`src/sv/mhpq_pkg.sv`:
```
`timescale 1ns / 1ps
// ----------------------------------------------------------------------------
// mhpq_pkg
// Shared types and codes for the min-heap priority queue core.
// ----------------------------------------------------------------------------
package mhpq_pkg;

	localparam int DEF_CAPACITY = 1024;

	localparam int ID_W    = 16;
	localparam int COST_W  = 24;
	localparam int KIND_W  = 2;
	localparam int STAT_W  = 3;
	localparam int COUNT_W = 11;

	localparam logic [KIND_W-1:0] KIND_INSERT   = 2'd0;
	localparam logic [KIND_W-1:0] KIND_DECREASE = 2'd1;
	localparam logic [KIND_W-1:0] KIND_EXTRACT  = 2'd2;

	localparam logic [STAT_W-1:0] ST_OK          = 3'd0;
	localparam logic [STAT_W-1:0] ST_FULL        = 3'd1;
	localparam logic [STAT_W-1:0] ST_NOT_FOUND   = 3'd2;
	localparam logic [STAT_W-1:0] ST_EMPTY       = 3'd3;
	localparam logic [STAT_W-1:0] ST_NOT_CHEAPER = 3'd4;

	typedef struct packed {
		logic [KIND_W-1:0] kind;
		logic [ID_W-1:0]   item_id;
		logic [COST_W-1:0] cost;
	} cmd_t;

	typedef struct packed {
		logic [STAT_W-1:0]  status;
		logic [ID_W-1:0]    min_item_id;
		logic [COUNT_W-1:0] entry_count;
	} res_t;

	typedef struct packed {
		logic [ID_W-1:0]   id;
		logic [COST_W-1:0] cost;
	} entry_t;

endpackage

```
`src/sv/mhpq_ctrl.sv`:
```
`timescale 1ns / 1ps
// ----------------------------------------------------------------------------
// mhpq_ctrl
// Heap sequencer: id scan, sift-up and sift-down over one shared cost comparator.
// ----------------------------------------------------------------------------
module mhpq_ctrl #(
	parameter int CAPACITY = 1024,
	parameter int AW       = 10,
	parameter int CW       = 11
) (
	input  logic              clk,
	input  logic              arst_n,
	input  logic              start,
	input  mhpq_pkg::cmd_t    cmd,
	output logic              busy,
	output logic              fin,
	output mhpq_pkg::res_t    fin_res,
	output logic              we,
	output logic [AW-1:0]     waddr,
	output mhpq_pkg::entry_t  wdata,
	output logic              re,
	output logic [AW-1:0]     raddr,
	input  mhpq_pkg::entry_t  rdata
);
	import mhpq_pkg::*;

	localparam int XW = AW + 2;

	typedef enum logic [10:0] {
		S_IDLE    = 11'b00000000001,
		S_SCAN_CK = 11'b00000000010,
		S_UP_RD   = 11'b00000000100,
		S_UP_CK   = 11'b00000001000,
		S_EX_LAST = 11'b00000010000,
		S_EX_LOAD = 11'b00000100000,
		S_DN_L    = 11'b00001000000,
		S_DN_R    = 11'b00010000000,
		S_DN_CK   = 11'b00100000000,
		S_DN_SW   = 11'b01000000000,
		S_SPARE   = 11'b10000000000
	} state_t;

	state_t            state_q, state_d;
	logic [CW-1:0]     count_q, count_d;
	logic [AW-1:0]     pos_q, pos_d;
	logic [AW-1:0]     idx_q, idx_d;
	logic [AW-1:0]     pick_pos_q, pick_pos_d;
	entry_t            cur_q, cur_d;
	entry_t            lch_q, lch_d;
	entry_t            pick_q, pick_d;
	logic [STAT_W-1:0] status_q, status_d;
	logic [ID_W-1:0]   min_q, min_d;

	logic [COST_W-1:0] cmp_a, cmp_b;
	logic              lt;
	logic [AW-1:0]     par;
	logic [CW-1:0]     idx_next;
	logic [CW-1:0]     cnt_m1;
	logic [XW-1:0]     lft, rgt, cnt_x;
	logic              has_r;

	// shared cost comparator
	always_comb begin
		unique case (state_q)
			S_DN_CK: begin
				cmp_a = lch_q.cost;
				cmp_b = rdata.cost;
			end
			S_DN_SW: begin
				cmp_a = pick_q.cost;
				cmp_b = cur_q.cost;
			end
			default: begin
				cmp_a = cur_q.cost;
				cmp_b = rdata.cost;
			end
		endcase
	end
	assign lt = cmp_a < cmp_b;

	assign par      = (pos_q - AW'(1)) >> 1;
	assign idx_next = CW'(idx_q) + CW'(1);
	assign cnt_m1   = count_q - CW'(1);
	assign lft      = XW'({pos_q, 1'b1});
	assign rgt      = lft + XW'(1);
	assign cnt_x    = XW'(count_q);
	assign has_r    = rgt < cnt_x;

	always_comb begin
		state_d    = state_q;
		count_d    = count_q;
		pos_d      = pos_q;
		idx_d      = idx_q;
		pick_pos_d = pick_pos_q;
		cur_d      = cur_q;
		lch_d      = lch_q;
		pick_d     = pick_q;
		status_d   = status_q;
		min_d      = min_q;
		fin        = 1'b0;
		we         = 1'b0;
		waddr      = pos_q;
		wdata      = cur_q;
		re         = 1'b0;
		raddr      = '0;
		unique case (state_q)
			S_IDLE: begin
				if (start) begin
					status_d = ST_OK;
					min_d    = '0;
					cur_d    = '{id: cmd.item_id, cost: cmd.cost};
					unique case (cmd.kind)
						KIND_INSERT: begin
							if (count_q >= CW'(CAPACITY)) begin
								status_d = ST_FULL;
								fin      = 1'b1;
							end else begin
								pos_d   = count_q[AW-1:0];
								count_d = count_q + CW'(1);
								state_d = S_UP_RD;
							end
						end
						KIND_DECREASE: begin
							if (count_q == '0) begin
								status_d = ST_NOT_FOUND;
								fin      = 1'b1;
							end else begin
								re      = 1'b1;
								idx_d   = '0;
								state_d = S_SCAN_CK;
							end
						end
						KIND_EXTRACT: begin
							if (count_q == '0) begin
								status_d = ST_EMPTY;
								fin      = 1'b1;
							end else begin
								re      = 1'b1;
								state_d = S_EX_LAST;
							end
						end
						default: begin
							fin = 1'b1;
						end
					endcase
				end
			end
			S_SCAN_CK: begin
				if (rdata.id == cur_q.id) begin
					if (!lt) begin
						status_d = ST_NOT_CHEAPER;
						fin      = 1'b1;
						state_d  = S_IDLE;
					end else begin
						pos_d   = idx_q;
						state_d = S_UP_RD;
					end
				end else if (idx_next >= count_q) begin
					status_d = ST_NOT_FOUND;
					fin      = 1'b1;
					state_d  = S_IDLE;
				end else begin
					re    = 1'b1;
					raddr = idx_next[AW-1:0];
					idx_d = idx_next[AW-1:0];
				end
			end
			S_UP_RD: begin
				if (pos_q == '0) begin
					we      = 1'b1;
					fin     = 1'b1;
					state_d = S_IDLE;
				end else begin
					re      = 1'b1;
					raddr   = par;
					state_d = S_UP_CK;
				end
			end
			S_UP_CK: begin
				we = 1'b1;
				if (lt) begin
					wdata   = rdata;
					pos_d   = par;
					state_d = S_UP_RD;
				end else begin
					fin     = 1'b1;
					state_d = S_IDLE;
				end
			end
			S_EX_LAST: begin
				min_d   = rdata.id;
				count_d = cnt_m1;
				if (cnt_m1 == '0) begin
					fin     = 1'b1;
					state_d = S_IDLE;
				end else begin
					re      = 1'b1;
					raddr   = cnt_m1[AW-1:0];
					state_d = S_EX_LOAD;
				end
			end
			S_EX_LOAD: begin
				cur_d   = rdata;
				pos_d   = '0;
				state_d = S_DN_L;
			end
			S_DN_L: begin
				if (lft >= cnt_x) begin
					we      = 1'b1;
					fin     = 1'b1;
					state_d = S_IDLE;
				end else begin
					re      = 1'b1;
					raddr   = lft[AW-1:0];
					state_d = S_DN_R;
				end
			end
			S_DN_R: begin
				lch_d = rdata;
				if (has_r) begin
					re    = 1'b1;
					raddr = rgt[AW-1:0];
				end
				state_d = S_DN_CK;
			end
			S_DN_CK: begin
				// ties go to the right child
				if (has_r && !lt) begin
					pick_d     = rdata;
					pick_pos_d = rgt[AW-1:0];
				end else begin
					pick_d     = lch_q;
					pick_pos_d = lft[AW-1:0];
				end
				state_d = S_DN_SW;
			end
			S_DN_SW: begin
				we = 1'b1;
				if (lt) begin
					wdata   = pick_q;
					pos_d   = pick_pos_q;
					state_d = S_DN_L;
				end else begin
					fin     = 1'b1;
					state_d = S_IDLE;
				end
			end
			default: begin
				state_d = S_IDLE;
			end
		endcase
	end

	always_ff @(posedge clk or negedge arst_n) begin
		if (!arst_n) begin
			state_q <= S_IDLE;
			count_q <= '0;
		end else begin
			state_q <= state_d;
			count_q <= count_d;
		end
	end

	always_ff @(posedge clk) begin
		pos_q      <= pos_d;
		idx_q      <= idx_d;
		pick_pos_q <= pick_pos_d;
		cur_q      <= cur_d;
		lch_q      <= lch_d;
		pick_q     <= pick_d;
		status_q   <= status_d;
		min_q      <= min_d;
	end

	assign busy                = state_q != S_IDLE;
	assign fin_res.status      = status_d;
	assign fin_res.min_item_id = min_d;
	assign fin_res.entry_count = COUNT_W'(count_d);

endmodule

```
`config.mk`:
```
export PLATFORM = sky130hd
export DESIGN_NAME = mhpq_ctrl
export DESIGN_NICKNAME = d
export VERILOG_FILES = /design/src/sv/mhpq_pkg.sv /design/src/sv/mhpq_ctrl.sv
export SDC_FILE = /design/constraint.sdc
export NUM_CORES = 1
export LEC_CHECK = 0
export ABC_CLOCK_PERIOD_IN_PS = 13450
export BUFFER_PORTS_ARGS = -buffer_cell sky130_fd_sc_hd__buf_2
export CAP_MARGIN = 20
export CORE_AREA = 3 3 172 174
export CTS_CLUSTER_SIZE = 20
export DETAILED_ROUTE_END_ITERATION = 8
export DIE_AREA = 0 0 175 177
export PLACE_DENSITY = 0.65
export SYNTH_ARGS = -nofsm -noshare
export SYNTH_HDL_FRONTEND = slang
export SYNTH_SLANG_ARGS = --single-unit
```
`constraint.sdc`:
```
create_clock -name clk -period 13.45 [get_ports clk]
set_input_delay 2.69 -clock clk [delete_from_list [all_inputs] [get_ports clk]]
set_output_delay 2.69 -clock clk [all_outputs]
set_load 0.02 [all_outputs]
```
==> results of run 1 <==
power groups by stage:
stage / combinational (mW) / clock [mW] / sequential, mW
after floorplan: 0.815 / 0 / 0.834
after global placement: 1.10 / 0 / 0.874
after detailed placement: 1.13 / 0 / 0.874
after CTS: 1.13 / 0.518 / 0.862
after global routing: 1.26 / 0.539 / 0.877
final: 1.15 / 0.508 / 0.864
cells by family after synthesis:
group | after synthesis
and+or+nand+nor | 328
AOI/OAI and AO/OA | 327
xor gates and xnor gates | 59
DFF | 190
muxes | 104
buffers and inverters | 112
adders and majority gates | 66
area by class of cell:
type                       instances  share of cell area
tap                              378              0.0335
sequential                       190               0.383
clock buffer                      23              0.0324
inverter                          35             0.00930
timing repair buffer             198              0.0774
multi-input combinational        884               0.457
clock inverter                     9             0.00761
cell usage after synthesis, drive strengths merged (4+ instances only):
library cell    n  area share
edfxtp        150        0.37
nor2          108       0.033
mux2           81       0.074
a21oi          77       0.031
ha             66       0.067
nand2          57       0.017
clkbuf         53       0.016
a22oi          47       0.029
o2bb2ai        41       0.029
xnor2          40       0.029
inv            35       0.011
nand3          34       0.014
o21ai          32       0.013
nand2b         30       0.015
o22ai          28       0.014
o31ai          26       0.016
buf            24       0.010
mux2i          23       0.019
nand4          22       0.011
dfrtp          20       0.041
dfxtp          19       0.031
xor2           19       0.014
a22o           17       0.012
and3           13      0.0066
a31oi          12      0.0066
nor3           12      0.0049
nor4           12       0.010
and2            9      0.0046
a221oi          8      0.0057
nand3b          7      0.0043
o211ai          7      0.0047
a211oi          5      0.0031
or3             5      0.0025
or4             5      0.0037
nor2b           4      0.0020
metal layers:
metal	wire, µm	GRT usage	up-vias	share of wire
met1	16300	0.318	5049	0.45
met3	2960	0.0523	52	0.081
met4	627	0.0658	2	0.017
met5	13	0	-	0.00036
li1	-	-	4839	-
met2	16700	0.379	470	0.46
critical path, cell delays in order:
cell       delay (ps)
buf_2             120
mux2i_1           190
ha_1              290
and3_1            200
and3_1            170
a2111oi_1         730
inv_2             140
nor2_1            280
nand2_1           160
buf_4             290
o2bb2ai_1         210
buf_2             170
per-stage QoR:
stage | cells | hold WS [ps] | power (mW) | worst slack [ps] | cell area, µm²
6_report | 1717 | 471 | 2.52 | 5060 | 14100
5_1_grt | 1717 | 492 | 2.68 | 4910 | 14100
4_1_cts | 1714 | 474 | 2.51 | 4770 | 14100
3_5_place_dp | 1682 | 452 | 2.00 | 4800 | 13500
3_3_place_gp | 1681 | 452 | 1.97 | 4790 | 13500
2_1_floorplan | 1186 | 507 | 1.65 | 5960 | 12300
final timing paths:
check                            from          to  depth (start not counted)
max                         rdata[18]   wdata[36]                         12
min                          min_q[9]    min_q[9]                          1
max reg2reg                state_q[3]  pick_q[10]                         14
min reg2reg                  min_q[9]    min_q[9]                          1
max in group asynchronous      arst_n  state_q[8]                          1
min in group asynchronous      arst_n  state_q[5]                          1
registers in the layout, indices dropped and copies added, names as in the netlist:
signal	cells
lch_q	40
idx_q	10
pick_pos_q	10
state_q	10
count_q	11
status_q	3
min_q	16
pick_q	40
waddr	10
cur_q	40
==> out/metrics.cfg, run 1 <==
[layout]
syn2layout_area_growth_pct = 15.0
fillers = 2567
final_cell_mix = buf_2, edfxtp_1, nor2_1
final_util = 0.506
antenna_cells = 0
drive_gt1_frac = 0.218
multiInputGateArea_mm2 = 0.00646
fin_nets = 1477
layout_commonest_cell = buf_2
regArea_mm2 = 0.00541

[logic_synthesis]
ys_types = 70
synth-xor-area-share = 0.0421
postSynthAreaPerCell_um2 = 10.4
synth_edf_count = 150
yosys.area_share.simple = 0.136
ys_seq_elements = 190
yosys.area_share.adder = 0.0672
yosys_warnings = 0
mappedNetlistArea_mm2 = 0.0123
yosysSeqAreaShare = 0.440
synth_top_family_by_area = compound AO/OA/AOI/OAI gates
synthMuxAreaShare = 0.0930
synth_compound_area_frac = 0.184
synthFlopType = edfxtp_1
syn_inst = 1186
synth_nets = 1337
async_flop_share = 0.111

[routing]
wl_per_cell_um = 21.3
first_pass_iters = 7
drt.antenna.violating_nets = 0
drt_iter0_markers = 1109
routed_via_density = 6.06
drc_errors = 0
vias = 10412
wl_um = 36600

[critical_path]
end_kind = output pin
cp_data_required_time_ps = 10760
r2r_slack_ps = 7800
critPathKind = in2out
arrival_ps = 5700
cp_max_fo = 38
start_kind = input port

[clocking]
cts_resized = 0
clk_path_buf_depth = 2
cts-root-buf = clkbuf_16
hold_buffers = 0
cts_buffers = 17
post_cts.repair.setup_buffers = 0
clkSlewWorstSetupHoldPaths_ps = 70
cts_tree = yes
clock_latency_ps = 450
htreeDepth = 4
cts.sinks = 190

[global_routing]
grt_first_pass_wirelength_um = 57200
overflow = 0
grt_pass1_vias = 10217
antenna_found_initial = 1
grt_use_total = 0.234
grt_max_degree = 99

[timing]
rsz0062_at_grt = no
worst_pin_slew_ps = 1080
min_period_ps = 8390
fmax_mhz = 119
slew_headroom = 0.271
setup_viol = 0
drv_slew = 0
fin_skew_ps = 22.6
tns_ps = 0
fin_crit_sh = 0.624
hold_violations = 0

[floorplanning]
coreArea_mm2 = 0.0279
pin_count = 179
start_util = 0.440
dieArea_mm2 = 0.0310
die_y_um = 177
rows = 61
die_width_um = 175

[pwr]
static-leakage-power_nw = 5.58
p_seq_frac = 0.343
irDropWorstVdd_mv = 0.0936
switching_share = 0.425
combPwrFrac = 0.456
internal_power_mw = 1.45
pwr-share-clk = 0.202
p_sw_mw = 1.07
p_per_area_mw_per_mm2 = 178

[min_path]
hold_path.class = reg2reg

[job]
drv_cap = 0

[place]
place.gp.congestion = 0.939
io_buffer_count = 178
dp_hpwl_um = 24900

[outcome]
status = finished, final reports clean

No activity file was read; power rests on OpenSTA's default activity.
==> run 2, diff against run 1 <==
Settings changed: ABC_CLOCK_PERIOD_IN_PS 13450 to 8430.
Clock period 13.45 ns to 8.43 ns, I/O delays scaled along.
==> out/metrics.cfg, run 2 (synthesis gave the netlist of run 1 again) <==
[layout]
layout_commonest_cell = buf_2
fin_nets = 1476  ; -0.068%
reg_top3 = cur_q: 40 flops, lch_q: 40 flops, pick_q: 40 flops
drive_gt1_frac = 0.222  ; +0.00390
final_cell_mix = buf_2, edfxtp_1, nor2_1
syn2layout_area_growth_pct = 15.4

[critical_path]
cp_data_required_time_ps = 6740  ; -4020 ps
cp_max_fo = 48  ; +26%
start_kind = flop
arrival_ps = 5710  ; about the same
worst_path_max_delay_cell = a2111oi_1
end_kind = output pin
worstPathCellList = nor4_4 -> nand2_1 -> buf_4 -> nor2_1 -> a21oi_1 -> o22ai_1 -> a21oi_1 -> ha_1 -> and4_1 -> and3_1 -> a2111oi_1 -> inv_2 -> nor2_1 -> nand2_1 -> buf_4 -> o2bb2ai_1 -> buf_2
critPathKind = reg2out
cp_top_family = simple AND/OR/NAND/NOR gates
slowest_delay_ps = 1000  ; +270 ps
path_buf_inv = 4  ; unchanged

[job]
drv_cap = 0  ; unchanged

[routing]
drt_iter0_markers = 782  ; -29%
wl_um = 37500  ; +2.5%
routed_via_density = 6.02  ; -0.66%
drt.antenna.violating_nets = 0  ; unchanged
drc_errors = 0  ; unchanged
vias = 10343  ; -0.66%
first_pass_iters = 6  ; -1
wl_per_cell_um = 21.8  ; +2.5%

[clocking]
cts_buffers = 17  ; unchanged
clock_latency_ps = 460  ; about the same
post_cts.repair.setup_buffers = 0  ; unchanged
clkSlewWorstSetupHoldPaths_ps = 80  ; about the same
cts.sinks = 190  ; unchanged
hold_buffers = 0  ; unchanged
cts_resized = 0  ; unchanged
htreeDepth = 4  ; unchanged
cts_tree = yes
clk_path_buf_depth = 2  ; unchanged
cts-root-buf = clkbuf_16

[timing]
worst_pin_slew_ps = 1200  ; +112 ps
tns_ps = 0  ; unchanged
fin_crit_sh = 0.878
setup_viol = 0  ; unchanged
drv_slew = 0  ; unchanged
min_period_ps = 7400
fmax_mhz = 135
hold_violations = 0  ; unchanged
rsz0062_at_grt = no
fin_skew_ps = 18.8  ; -3.76 ps
slew_headroom = 0.200  ; -0.0710
setup_slack_ps = 1030  ; -4030 ps

[pwr]
static-leakage-power_nw = 5.60  ; +0.46%
irDropWorstVdd_mv = 0.161  ; +72%
p_per_area_mw_per_mm2 = 288  ; +62%

[floorplanning]
coreArea_mm2 = 0.0279  ; unchanged
die_width_um = 175  ; unchanged
rows = 61  ; unchanged
start_util = 0.440  ; unchanged
dieArea_mm2 = 0.0310  ; unchanged
pin_count = 179  ; unchanged
die_y_um = 177  ; unchanged

[global_routing]
grt_pass1_vias = 10118  ; -0.97%
grt_max_degree = 99  ; unchanged
antenna_found_initial = 0  ; -1
grt_use_total = 0.240  ; +0.00564
grt_first_pass_wirelength_um = 58200  ; +1.8%
overflow = 0  ; unchanged

[outcome]
status = finished, final reports clean

[place]
io_buffer_count = 178  ; unchanged
place.gp.congestion = 0.910  ; -3.1%
dp_hpwl_um = 25800  ; +3.7%
dpl_worst_slack_ps = 1300  ; -3500 ps

[min_path]
hold_path.class = reg2reg

[run 2: area by class of cell]
cell class                 count  area (µm²)
antenna                        1        2.50
clock inverter                15         198
timing repair buffer         197        1080
sequential                   190        5410
tap                          378         473
clock buffer                  17         425
multi-input combinational    884        6460
inverter                      35         131
fill                        2558       13800
[run 2: where the power goes]
part / leakage, nW / switching [mW] / internal, mW
Combinational: 3.50 / 1.16 / 0.672
Clock: 0.304 / 0.418 / 0.454
Sequential: 1.80 / 0.175 / 1.21
[run 2: worst reg2reg max path, delay by kind of cell (launching register included)]
kind	cells	cell delay [ps]
compound gates	5	1780
simple gates	5	1110
buf+inv	3	1080
flops	1	480
mux	1	410
fa+ha+maj	1	370
[run 2: final timing paths]
path	start	slack (ps)	cells past startpoint	to
setup / recovery	state_q[3]	1030	17	wdata[30]
hold / removal	min_q[9]	470	1	min_q[9]
setup reg to reg	state_q[3]	2960	15	pick_q[28]
hold reg to reg	min_q[9]	470	1	min_q[9]
max in group asynchronous	arst_n	6850	1	state_q[8]
min in group asynchronous	arst_n	1200	1	state_q[4]
[run 2: layer usage]
layer  part of all wire  GRT usage
met1               0.45      0.335
met3              0.085     0.0596
met2               0.44      0.368
met5                  0          0
met4              0.021     0.0738
[run 2: metrics by stage]
stage               power, mW  hold slack [ps]  instances  area, µm²  utilization
detailed placement       3.20              453       1682      13500        0.484
global route             4.34              493       1716      14200        0.508
global placement         3.16              452       1679      13500        0.482
CTS                      4.08              475       1714      14100        0.506
floorplan                2.63              507       1186      12300            -
finish                   4.09              472       1717      14200        0.508
